## src/rtl/dcp_pkg.sv

```systemverilog
// ----------------------------------------------------------------------------
// dcp_pkg
// Shared constants for the decimal coefficient parser: character codes,
// digit limits and the field widths of the input and result requests.
// ----------------------------------------------------------------------------
package dcp_pkg;

    // Limits on the digits that a number may carry.
    localparam int MAX_INT_DIGITS  = 2;
    localparam int MAX_FRAC_DIGITS = 8;

    // Counter widths that follow from the limits.
    localparam int INT_CNT_W  = $clog2(MAX_INT_DIGITS + 1);
    localparam int FRAC_CNT_W = 4;

    // Field widths of the requests.
    localparam int CHAR_W      = 8;
    localparam int VALUE_W     = 30;
    localparam int RESULT_W    = 1 + VALUE_W + FRAC_CNT_W;
    localparam int M_TDATA_W   = ((RESULT_W + 7) / 8) * 8;
    localparam int PRODUCT_W   = VALUE_W + 4;

    // Character codes.
    localparam logic [CHAR_W-1:0] CH_NUL  = 8'h00;
    localparam logic [CHAR_W-1:0] CH_DOT  = 8'h2e;
    localparam logic [CHAR_W-1:0] CH_ZERO = 8'h30;
    localparam logic [CHAR_W-1:0] CH_NINE = 8'h39;

    // The value keeps only its low nine decimal digits.
    localparam logic [VALUE_W-1:0] VALUE_MOD = 30'd1000000000;

endpackage

```

## src/rtl/decimal_coefficient_parser_core.sv

```systemverilog
// ----------------------------------------------------------------------------
// decimal_coefficient_parser_core
// Turns the ASCII characters of one decimal number into a scaled integer and
// a count of fraction digits, one character per cycle save a stalled last one.
// ----------------------------------------------------------------------------
// Usage
// The slave channel carries one character per request in s_tdata; s_tlast
// marks the final character of a number. No result is produced for the
// other characters. After the request marked last, one result request
// leaves on the master channel: bit 0 says whether the string was accepted,
// then the value (30 bits, the kept digits as one integer modulo 10^9, or 1
// when rejected) and the number of fraction digits (4 bits, 0 if rejected).
//
// A character is registered on acceptance and its effect on the parse state
// is worked out from that register. The result request is then registered
// in the result register once the last character can leave the input
// register. One character is taken in every cycle while no last character
// waits; the rate is set by the combinational multiply-by-ten and modulo step.
//
// A synchronous active-low reset clears the parse state and the valid flags
// of both request registers. When the receiver stalls, ordinary characters
// still flow into the parse state; only a last character waits in the input
// register until the result register is free, and then s_tready falls.
// ----------------------------------------------------------------------------
module decimal_coefficient_parser_core (
    input  logic                           aclk,
    input  logic                           aresetn,
    // Character input.
    input  logic                           s_tvalid,
    output logic                           s_tready,
    input  logic [dcp_pkg::CHAR_W-1:0]     s_tdata,   // [7:0] char_code
    input  logic                           s_tlast,
    // Result output.
    output logic                           m_tvalid,
    input  logic                           m_tready,
    output logic [dcp_pkg::M_TDATA_W-1:0]  m_tdata    // [0] accepted,
                                                      // [30:1] value,
                                                      // [34:31] frac_digits,
                                                      // [39:35] zero
);
    import dcp_pkg::*;

    // Input register.
    logic                    in_valid_reg;
    logic [CHAR_W-1:0]       in_char_reg;
    logic                    in_last_reg;

    // Parse state.
    logic [INT_CNT_W-1:0]    int_count_reg,     int_count_next;
    logic [FRAC_CNT_W-1:0]   frac_count_reg,    frac_count_next;
    logic                    dot_seen_reg,      dot_seen_next;
    logic                    stopped_reg,       stopped_next;
    logic                    rejected_reg,      rejected_next;
    logic [VALUE_W-1:0]      running_value_reg, running_value_next;
    logic [VALUE_W-1:0]      kept_value_reg,    kept_value_next;
    logic [FRAC_CNT_W-1:0]   kept_frac_reg,     kept_frac_next;

    // Result register.
    logic                    m_tvalid_reg;
    logic [M_TDATA_W-1:0]    m_tdata_reg;

    logic                    out_free;
    logic                    advance;
    logic                    is_digit;
    logic [3:0]              digit;
    logic [PRODUCT_W-1:0]    product;
    logic [PRODUCT_W-1:0]    wrap_sub;
    logic [VALUE_W-1:0]      pushed_value;
    logic                    result_reject;
    logic [RESULT_W-1:0]     result;

    // A character in the input register moves on unless it is a last
    // character and the previous result has not yet been taken.
    assign out_free = !m_tvalid_reg || m_tready;
    assign advance  = in_valid_reg && (!in_last_reg || out_free);
    assign s_tready = !in_valid_reg || advance;

    assign is_digit = (in_char_reg >= CH_ZERO) && (in_char_reg <= CH_NINE);
    assign digit    = 4'(in_char_reg - CH_ZERO);

    // Multiply by ten and add the digit, then bring the sum back below 10^9.
    // The sum stays below ten times the modulus, so nine parallel compares
    // pick the multiple to take off.
    always_comb begin
        product  = {running_value_reg, 3'b000} + {3'b000, running_value_reg, 1'b0}
                 + PRODUCT_W'(digit);
        wrap_sub = '0;
        for (int m = 1; m <= 9; m++) begin
            if (product >= PRODUCT_W'(m) * PRODUCT_W'(VALUE_MOD)) begin
                wrap_sub = PRODUCT_W'(m) * PRODUCT_W'(VALUE_MOD);
            end
        end
        pushed_value = VALUE_W'(product - wrap_sub);
    end

    // Effect of one character on the parse state.
    always_comb begin
        int_count_next     = int_count_reg;
        frac_count_next    = frac_count_reg;
        dot_seen_next      = dot_seen_reg;
        stopped_next       = stopped_reg;
        rejected_next      = rejected_reg;
        running_value_next = running_value_reg;
        kept_value_next    = kept_value_reg;
        kept_frac_next     = kept_frac_reg;

        if (!stopped_reg && !rejected_reg) begin
            if (in_char_reg == CH_NUL) begin
                stopped_next = 1'b1;
            end else if (in_char_reg == CH_DOT) begin
                if (dot_seen_reg) begin
                    rejected_next = 1'b1;
                end else begin
                    dot_seen_next = 1'b1;
                end
            end else if (!is_digit) begin
                rejected_next = 1'b1;
            end else if (!dot_seen_reg) begin
                // Leading zeros of the integer part are skipped.
                if (int_count_reg == '0 && digit == 4'd0) begin
                    int_count_next = int_count_reg;
                end else if (int_count_reg >= INT_CNT_W'(MAX_INT_DIGITS)) begin
                    rejected_next = 1'b1;
                end else begin
                    int_count_next     = int_count_reg + 1'b1;
                    running_value_next = pushed_value;
                    kept_value_next    = pushed_value;
                    kept_frac_next     = '0;
                end
            end else if (frac_count_reg >= FRAC_CNT_W'(MAX_FRAC_DIGITS)) begin
                // A surplus fraction digit ends parsing silently.
                stopped_next = 1'b1;
            end else begin
                frac_count_next    = frac_count_reg + 1'b1;
                running_value_next = pushed_value;
                // Only a nonzero digit moves the kept point, which strips
                // trailing zeros.
                if (digit != 4'd0) begin
                    kept_value_next = pushed_value;
                    kept_frac_next  = frac_count_reg + 1'b1;
                end
            end
        end
    end

    // A zero or empty number is rejected along with the malformed ones.
    assign result_reject = rejected_next || (int_count_next == '0 && kept_frac_next == '0);

    always_comb begin
        if (result_reject) begin
            result = {{FRAC_CNT_W{1'b0}}, VALUE_W'(1), 1'b0};
        end else begin
            result = {kept_frac_next, kept_value_next, 1'b1};
        end
    end

    always_ff @(posedge aclk) begin
        if (!aresetn) begin
            in_valid_reg <= 1'b0;
        end else if (s_tvalid && s_tready) begin
            in_valid_reg <= 1'b1;
        end else if (advance) begin
            in_valid_reg <= 1'b0;
        end
    end

    always_ff @(posedge aclk) begin
        if (s_tvalid && s_tready) begin
            in_char_reg <= s_tdata;
            in_last_reg <= s_tlast;
        end
    end

    // The parse state starts afresh after every result.
    always_ff @(posedge aclk) begin
        if (!aresetn || (advance && in_last_reg)) begin
            int_count_reg     <= '0;
            frac_count_reg    <= '0;
            dot_seen_reg      <= 1'b0;
            stopped_reg       <= 1'b0;
            rejected_reg      <= 1'b0;
            running_value_reg <= '0;
            kept_value_reg    <= '0;
            kept_frac_reg     <= '0;
        end else if (advance) begin
            int_count_reg     <= int_count_next;
            frac_count_reg    <= frac_count_next;
            dot_seen_reg      <= dot_seen_next;
            stopped_reg       <= stopped_next;
            rejected_reg      <= rejected_next;
            running_value_reg <= running_value_next;
            kept_value_reg    <= kept_value_next;
            kept_frac_reg     <= kept_frac_next;
        end
    end

    always_ff @(posedge aclk) begin
        if (!aresetn) begin
            m_tvalid_reg <= 1'b0;
        end else if (advance && in_last_reg) begin
            m_tvalid_reg <= 1'b1;
        end else if (m_tready) begin
            m_tvalid_reg <= 1'b0;
        end
    end

    always_ff @(posedge aclk) begin
        if (advance && in_last_reg) begin
            m_tdata_reg <= M_TDATA_W'(result);
        end
    end

    assign m_tvalid = m_tvalid_reg;
    assign m_tdata  = m_tdata_reg;

endmodule

```

## config.mk

```make
export PLATFORM = sky130hd
export DESIGN_NAME = decimal_coefficient_parser_core
export DESIGN_NICKNAME = d
export VERILOG_FILES = /design/src/rtl/dcp_pkg.sv /design/src/rtl/decimal_coefficient_parser_core.sv
export SDC_FILE = /design/constraint.sdc
export NUM_CORES = 1
export LEC_CHECK = 0
export BUFFER_PORTS_ARGS = -buffer_cell sky130_fd_sc_hd__buf_2
export CORE_MARGIN = 10
export CORE_UTILIZATION = 40
export CTS_CLUSTER_SIZE = 12
export DETAILED_ROUTE_END_ITERATION = 10
export PLACE_DENSITY = 0.59
export SETUP_SLACK_MARGIN = 0.1
export SLEW_MARGIN = 5
export SYNTH_ARGS = -nofsm -noshare
export SYNTH_HDL_FRONTEND = slang
export SYNTH_SLANG_ARGS = --single-unit
```

## constraint.sdc

```tcl
create_clock -name aclk -period 7.1 [get_ports aclk]
set_input_delay 0.71 -clock aclk [delete_from_list [all_inputs] [get_ports aclk]]
set_output_delay 0.71 -clock aclk [all_outputs]
set_load 0.05 [all_outputs]
```

==> flow_summary.toml, run 1 <==
[outcome]
outcome = "finished, final reports clean"

[layout]
finalNetCount = 1379
num_antenna_cells = 0
nFillCells = 2234
drive_above_1_share_pct = 23.3
largest_register_ffs = 35
area_growth_pct = 23.8

[yosys]
netlist_area_um2 = 9430
syn-instance-count = 1162
async_flop_share_pct = 0
postSynthAreaPerCell_um2 = 8.12
yosysUniqueCellTypes = 101
ys_seq_elements = 119
synth_edf_count = 44
yosysSeqAreaShare_pct = 29.9
yosysWarnings = 0
synthFlopType = "dfxtp_1"

[min_path]
hp-class = "reg -> reg"
holdPathStages = 2

[critical_path]
end_kind = "flop"
crit_path_max_incr_delay_ps = 520
cp_common_cell = "a21oi_2"
critPathArrivalTime_ps = 7010
crit_fanout = 6
cp_top_family = "compound AO/OA/AOI/OAI gates"
reg2regPathDepth = 32
critical_path_class = "reg -> reg"
slowest_stage = "fa_1"
cp.depth = 32
setup.worst_path.start_class = "flop"
cp_num_buf_inv = 6
crit_required_ps = 7250

[clock_tree]
cts-root-buf = "clkbuf_16"
htreeDepth = 4
cts_hold_buffers = 0
clock_latency_ps = 410
cts_sinks = 119
path_clk_slew_ps = 60
numCtsBuffers = 17
cts_tree = "built"
cts_buffer_depth = 2

[timing]
worst_pin_slew_ps = 1080
setup_violations = 0
slew_headroom_pct = 27.7
fmax_ghz = 0.146
hold_viol_final = 0
fin_crit_sh_pct = 96.6
setup_tns_ps = 0
finalCriticalPeriod_ps = 6860
slew_violations = 0
worst_slack_ps = 240
rsz0062_at_grt = "true"
clock_skew_ps = 12.1

[global_routing]
antenna_found_initial = 0
overflow = 0
grt_pass1_wl_mm = 46.8
grt_pass1_vias = 8765
grt_start_max_net_pins = 45
grt_use_total_pct = 18.7

[power_and_ir_drop]
combPwrFrac_pct = 5.8
p_sw_share_pct = 25.2
vdd_drop_max_mv = 0.144
powerDensity_nw_per_um2 = 140
p_seq_share_pct = 44.3
intPower_uw = 1220
switchingPower_uw = 412
clkPwrFrac_pct = 49.9
leakage_uw = 0.00465

[routing]
vias = 9162
wl_per_cell_um = 18.1
drcViolationCount = 0
first_pass_iters = 5
drt-total-wl_mm = 29.2
drtAntennaViolNets = 0
vias_per_cell = 5.68
drt_iter0_markers = 732

[placed_design]
io_buffers = 49
dp_hpwl_mm = 21.9
dp_slack_ps = -66.5
gp_congestion = 0.922

[die]
coreArea_um2 = 23300
die_h_um = 174
die_w_um = 174
die-area_um2 = 30100
std_cell_rows = 56
start_util_pct = 40.4
io_pins = 55

[run]
drv_cap = 0
## final cells by class
type | count | area [um^2] | share of cell area (%)
Timing Repair Buffer | 153 | 1040 | 8.91
Multi-Input combinational cell | 942 | 6680 | 57.2
Clock inverter | 14 | 126 | 1.08
Clock buffer | 18 | 429 | 3.67
Sequential cell | 119 | 2820 | 24.2
Inverter | 47 | 176 | 1.51
Tap cell | 319 | 399 | 3.42
## path summary, 6_finish.rpt
kind	to	startpoint	slack (ps)
setup reg to reg	m_tdata[30]	running_value_reg[2]	240
hold reg to reg	kept_value_reg[7]	kept_value_reg[7]	450
hold / removal	kept_value_reg[7]	kept_value_reg[7]	450
setup / recovery	m_tdata[30]	running_value_reg[2]	240
## metal layers
| layer | global-route usage (%) | vias up | part of all wire (%) |
|---|---|---|---|
| met5 | 0 | - | 0 |
| met3 | 2.42 | 27 | 4.0 |
| li1 | - | 4548 | - |
| met2 | 31.7 | 218 | 49 |
| met1 | 24.5 | 4369 | 46 |
| met4 | 4.81 | 0 | 1.9 |
## worst register-to-register path: cells and delay by family (launching register included)
family | cells | cell delay, ps
multiplexers | 1 | 150
buffers and inverters | 6 | 710
adder cells (fa/ha/maj) | 4 | 1320
flip-flops | 1 | 340
AND/OR/NAND/NOR | 4 | 610
AO/OA/AOI/OAI | 17 | 3470
## what timing repair did
action,in CTS,in global routing
pin swaps,16,30
setup buffers,4,11
gates resized for setup,24,78
hold endpoints to repair,0,0
gates cloned,1,0
setup endpoints to repair,16,37
## power by group through the flow
| stage | Sequential (uW) | Clock (uW) | Combinational [uW] |
|---|---|---|---|
| after CTS | 725 | 826 | 93.1 |
| after global routing | 726 | 860 | 102 |
| final | 725 | 816 | 95.2 |
| after floorplan | 760 | 0 | 45.4 |
| after global placement | 740 | 0 | 91.0 |
| after detailed placement | 740 | 0 | 91.4 |
## layout by cell type, fill, tap and decap left out, drive strengths merged, types with 10 or more instances in the layout
master	synthesis	layout
mux2i	11	11
a21o	19	19
o21ai	47	47
a211oi	33	33
inv	47	50
a31oi	15	15
nor4	10	10
ha	83	83
xnor2	18	18
a21oi	115	115
or3	11	11
dfxtp	75	75
clkbuf	34	18
o21a	18	18
nand4	15	15
nor3	32	32
o211ai	23	23
edfxtp	44	44
buf	24	153
nor2b	11	11
nor2	101	101
and2	16	16
nand2	176	176
nand3	34	34
## kinds of logic (layout without fill, tap and decap cells)
kind of cell             Yosys count  in the layout  synth area share, %
AND/OR/NAND/NOR                  444            444                 22.4
AO/OA/AOI/OAI                    368            368                 27.4
flip-flops                       119            119                 29.9
buffers and inverters            105            232                 4.63
adder cells (fa/ha/maj)           86             86                 11.6
XOR/XNOR                          25             25                 2.48
multiplexers                      14             14                 1.53
other                              1              5               0.0398
## cells in the mapped netlist, drive strengths merged (8+ instances only)
| cell | number | area (um^2) |
|---|---|---|
| nand2 | 176 | 661 |
| a21oi | 115 | 587 |
| nor2 | 101 | 379 |
| ha | 83 | 1040 |
| dfxtp | 75 | 1500 |
| inv | 47 | 176 |
| o21ai | 47 | 239 |
| edfxtp | 44 | 1320 |
| clkbuf | 34 | 129 |
| nand3 | 34 | 175 |
| a211oi | 33 | 270 |
| nor3 | 32 | 193 |
| buf | 24 | 131 |
| o211ai | 23 | 183 |
| a21o | 19 | 143 |
| o21a | 18 | 136 |
| xnor2 | 18 | 173 |
| and2 | 16 | 101 |
| a31oi | 15 | 93.8 |
| nand4 | 15 | 93.8 |
| mux2i | 11 | 110 |
| nor2b | 11 | 68.8 |
| or3 | 11 | 68.8 |
| nor4 | 10 | 83.8 |
| or2 | 9 | 56.3 |
| a22oi | 8 | 60.1 |
| and4 | 8 | 70.1 |
| o31ai | 8 | 70.1 |
## through the flow
stage | total power, uW | util [%] | area [um^2] | hold WS (ps) | cells
floorplan | 806 | - | 9450 | 434 | 1166
global placement | 831 | 45.0 | 10500 | 443 | 1564
detailed placement | 831 | 45.0 | 10500 | 447 | 1564
CTS | 1640 | 48.0 | 11200 | 455 | 1601
global route | 1690 | 50.1 | 11700 | 457 | 1612
finish | 1640 | 50.1 | 11700 | 454 | 1612
Note: power is estimated with default switching activity, not from simulation.
==> inputs of run 2 (changes only) <==
Settings changed: ABC_AREA set to 1.
==> flow_summary.toml, run 2 <==
[outcome]
outcome = "finished, final reports clean"

[die]
std_cell_rows = 58
start_util_pct = 40.8
die_h_um = 181
coreArea_um2 = 25300
die-area_um2 = 32600
io_pins = 55
die_w_um = 181

[critical_path]
cp_common_cell = "nand2_1"
crit_path_max_incr_delay_ps = 500
critPathArrivalTime_ps = 6690
critical_path_class = "reg -> reg"
slowest_stage = "fa_1"
end_kind = "flop"
crit_fanout = 7
crit_required_ps = 7360
setup.worst_path.start_class = "flop"

[yosys]
yosysTopAreaCell = "nand2_1"
synthXorXnorAreaFrac_pct = 3.53
synthFlopType = "dfxtp_1"
yosysUniqueCellTypes = 54
synthMuxAreaShare_pct = 0.581
async_flop_share_pct = 0
synth_common_cells = "nand2_1 (428), inv_1 (250), nor2_1 (162)"
yosysSeqAreaShare_pct = 27.3
yosysWarnings = 0
yosys-top-cells-area = "nand2_1 (16%), dfxtp_1 (15%), edfxtp_1 (13%)"
synth_compound_area_share_pct = 13.4
synthDominantCellAreaShare_pct = 15.6
yosysMostFrequentCell = "nand2_1"
ys_seq_elements = 119
synth_edf_count = 44
syn-instance-count = 1586
synthAdderAreaFrac_pct = 10.6
synth_top_family_by_area = "simple AND/OR/NAND/NOR gates"
synth-simple-area-share_pct = 33.4
netlist_area_um2 = 10300
postSynthAreaPerCell_um2 = 6.51

[layout]
largest_register_ffs = 35
final_common_cell = "nand2_1"
num_antenna_cells = 0
final_cell_mix = "nand2_1 (428), inv_1 (250), nor2_1 (161), a21oi_1 (97)"
finalNetCount = 1731
nFillCells = 2669
drive_above_1_share_pct = 10.3
multi_input_area_um2 = 6370
post-route-util_pct = 45.6
area_growth_pct = 11.8
seqCellArea_um2 = 2820

[power_and_ir_drop]
vdd_drop_max_mv = 0.182
powerDensity_nw_per_um2 = 168
leakage_uw = 0.00597
total_power_uw = 1940

[run]
drv_cap = 0

[clock_tree]
htreeDepth = 4
cts_buffer_depth = 2
clock_latency_ps = 410
cts-root-buf = "clkbuf_16"
cts_hold_buffers = 0
cts_sinks = 119
cts_tree = "built"
numCtsBuffers = 17
postCtsSetupBuffers = 0
cts_resized = 0
path_clk_slew_ps = 60

[global_routing]
grt_use_total_pct = 19.4
overflow = 0
grt_pass1_vias = 9646
grt_start_max_net_pins = 51
grt_pass1_wl_mm = 52.0
antenna_found_initial = 0

[routing]
first_pass_iters = 7
vias_per_cell = 5.11
wl_per_cell_um = 16.4
drtAntennaViolNets = 0
drt-total-wl_mm = 32.5
drt_iter0_markers = 722
vias = 10086
drcViolationCount = 0

[placed_design]
dp_hpwl_mm = 26.2
gp_congestion = 0.997
io_buffers = 49
dp_slack_ps = 706

[timing]
worst_pin_slew_ps = 1030
setup_violations = 0
slew_headroom_pct = 31.3
finalCriticalPeriod_ps = 6420
hold_viol_final = 0
fmax_ghz = 0.156
clock_skew_ps = 9.26
rsz0062_at_grt = "false"
fin_crit_sh_pct = 90.5
setup_tns_ps = 0
slew_violations = 0
worst_slack_ps = 677

[min_path]
hp-class = "reg -> reg"
==> run 2: worst max-delay path: cells and delay by family (launching register included) <==
| kind | cells | cell delay [ps] |
|---|---|---|
| compound gates | 10 | 1950 |
| simple gates | 16 | 2100 |
| flops | 1 | 400 |
| fa+ha+maj | 3 | 1310 |
| buf+inv | 3 | 200 |
| xor+xnor | 1 | 310 |
==> run 2: area by class of cell <==
cell class	instances	area share, %
Clock buffer	19	3.92
Clock inverter	13	1.68
Inverter	266	8.66
Multi-Input combinational cell	1173	55.2
Sequential cell	119	24.4
Tap cell	330	3.58
Timing Repair Buffer	55	2.51
==> run 2: cells by family (layout without fill, tap and decap cells) <==
| logic type | count (synthesis) | count (layout) |
|---|---|---|
| XOR/XNOR | 39 | 39 |
| AO/OA/AOI/OAI | 245 | 245 |
| multiplexers | 6 | 6 |
| flip-flops | 119 | 119 |
| adder cells (fa/ha/maj) | 86 | 86 |
| buffers and inverters | 298 | 353 |
| other | 1 | 5 |
| AND/OR/NAND/NOR | 792 | 792 |
==> run 2: per-layer routing <==
metal	global-route usage [%]	wire length, um	vias to the layer above
met5	0	0	-
met4	6.20	836	0
met3	2.68	1520	41
met2	32.2	14900	264
met1	25.3	15200	4575
li1	-	-	5206
==> run 2: worst paths after layout <==
check            startpoint          end  slack (ps)  cells after the start
min reg2reg     stopped_reg  stopped_reg         470                      2
max          in_char_reg[3]  m_tdata[25]         680                     33
min             stopped_reg  stopped_reg         470                      2
max reg2reg  in_char_reg[3]  m_tdata[25]         680                     33
==> run 2: metrics by stage <==
step | hold slack, ps | instances | instance area [um^2]
CTS | 467 | 1975 | 11500
global route | 468 | 1975 | 11500
finish | 473 | 1975 | 11500
floorplan | 438 | 1590 | 10300
global placement | 453 | 1943 | 10900
detailed placement | 466 | 1943 | 10900
==> run 2: power breakdown <==
part           leakage (uW)  internal, uW  switching (uW)
Clock              0.000320           612             329
Combinational       0.00460          78.1             185
Sequential          0.00105           729            11.1
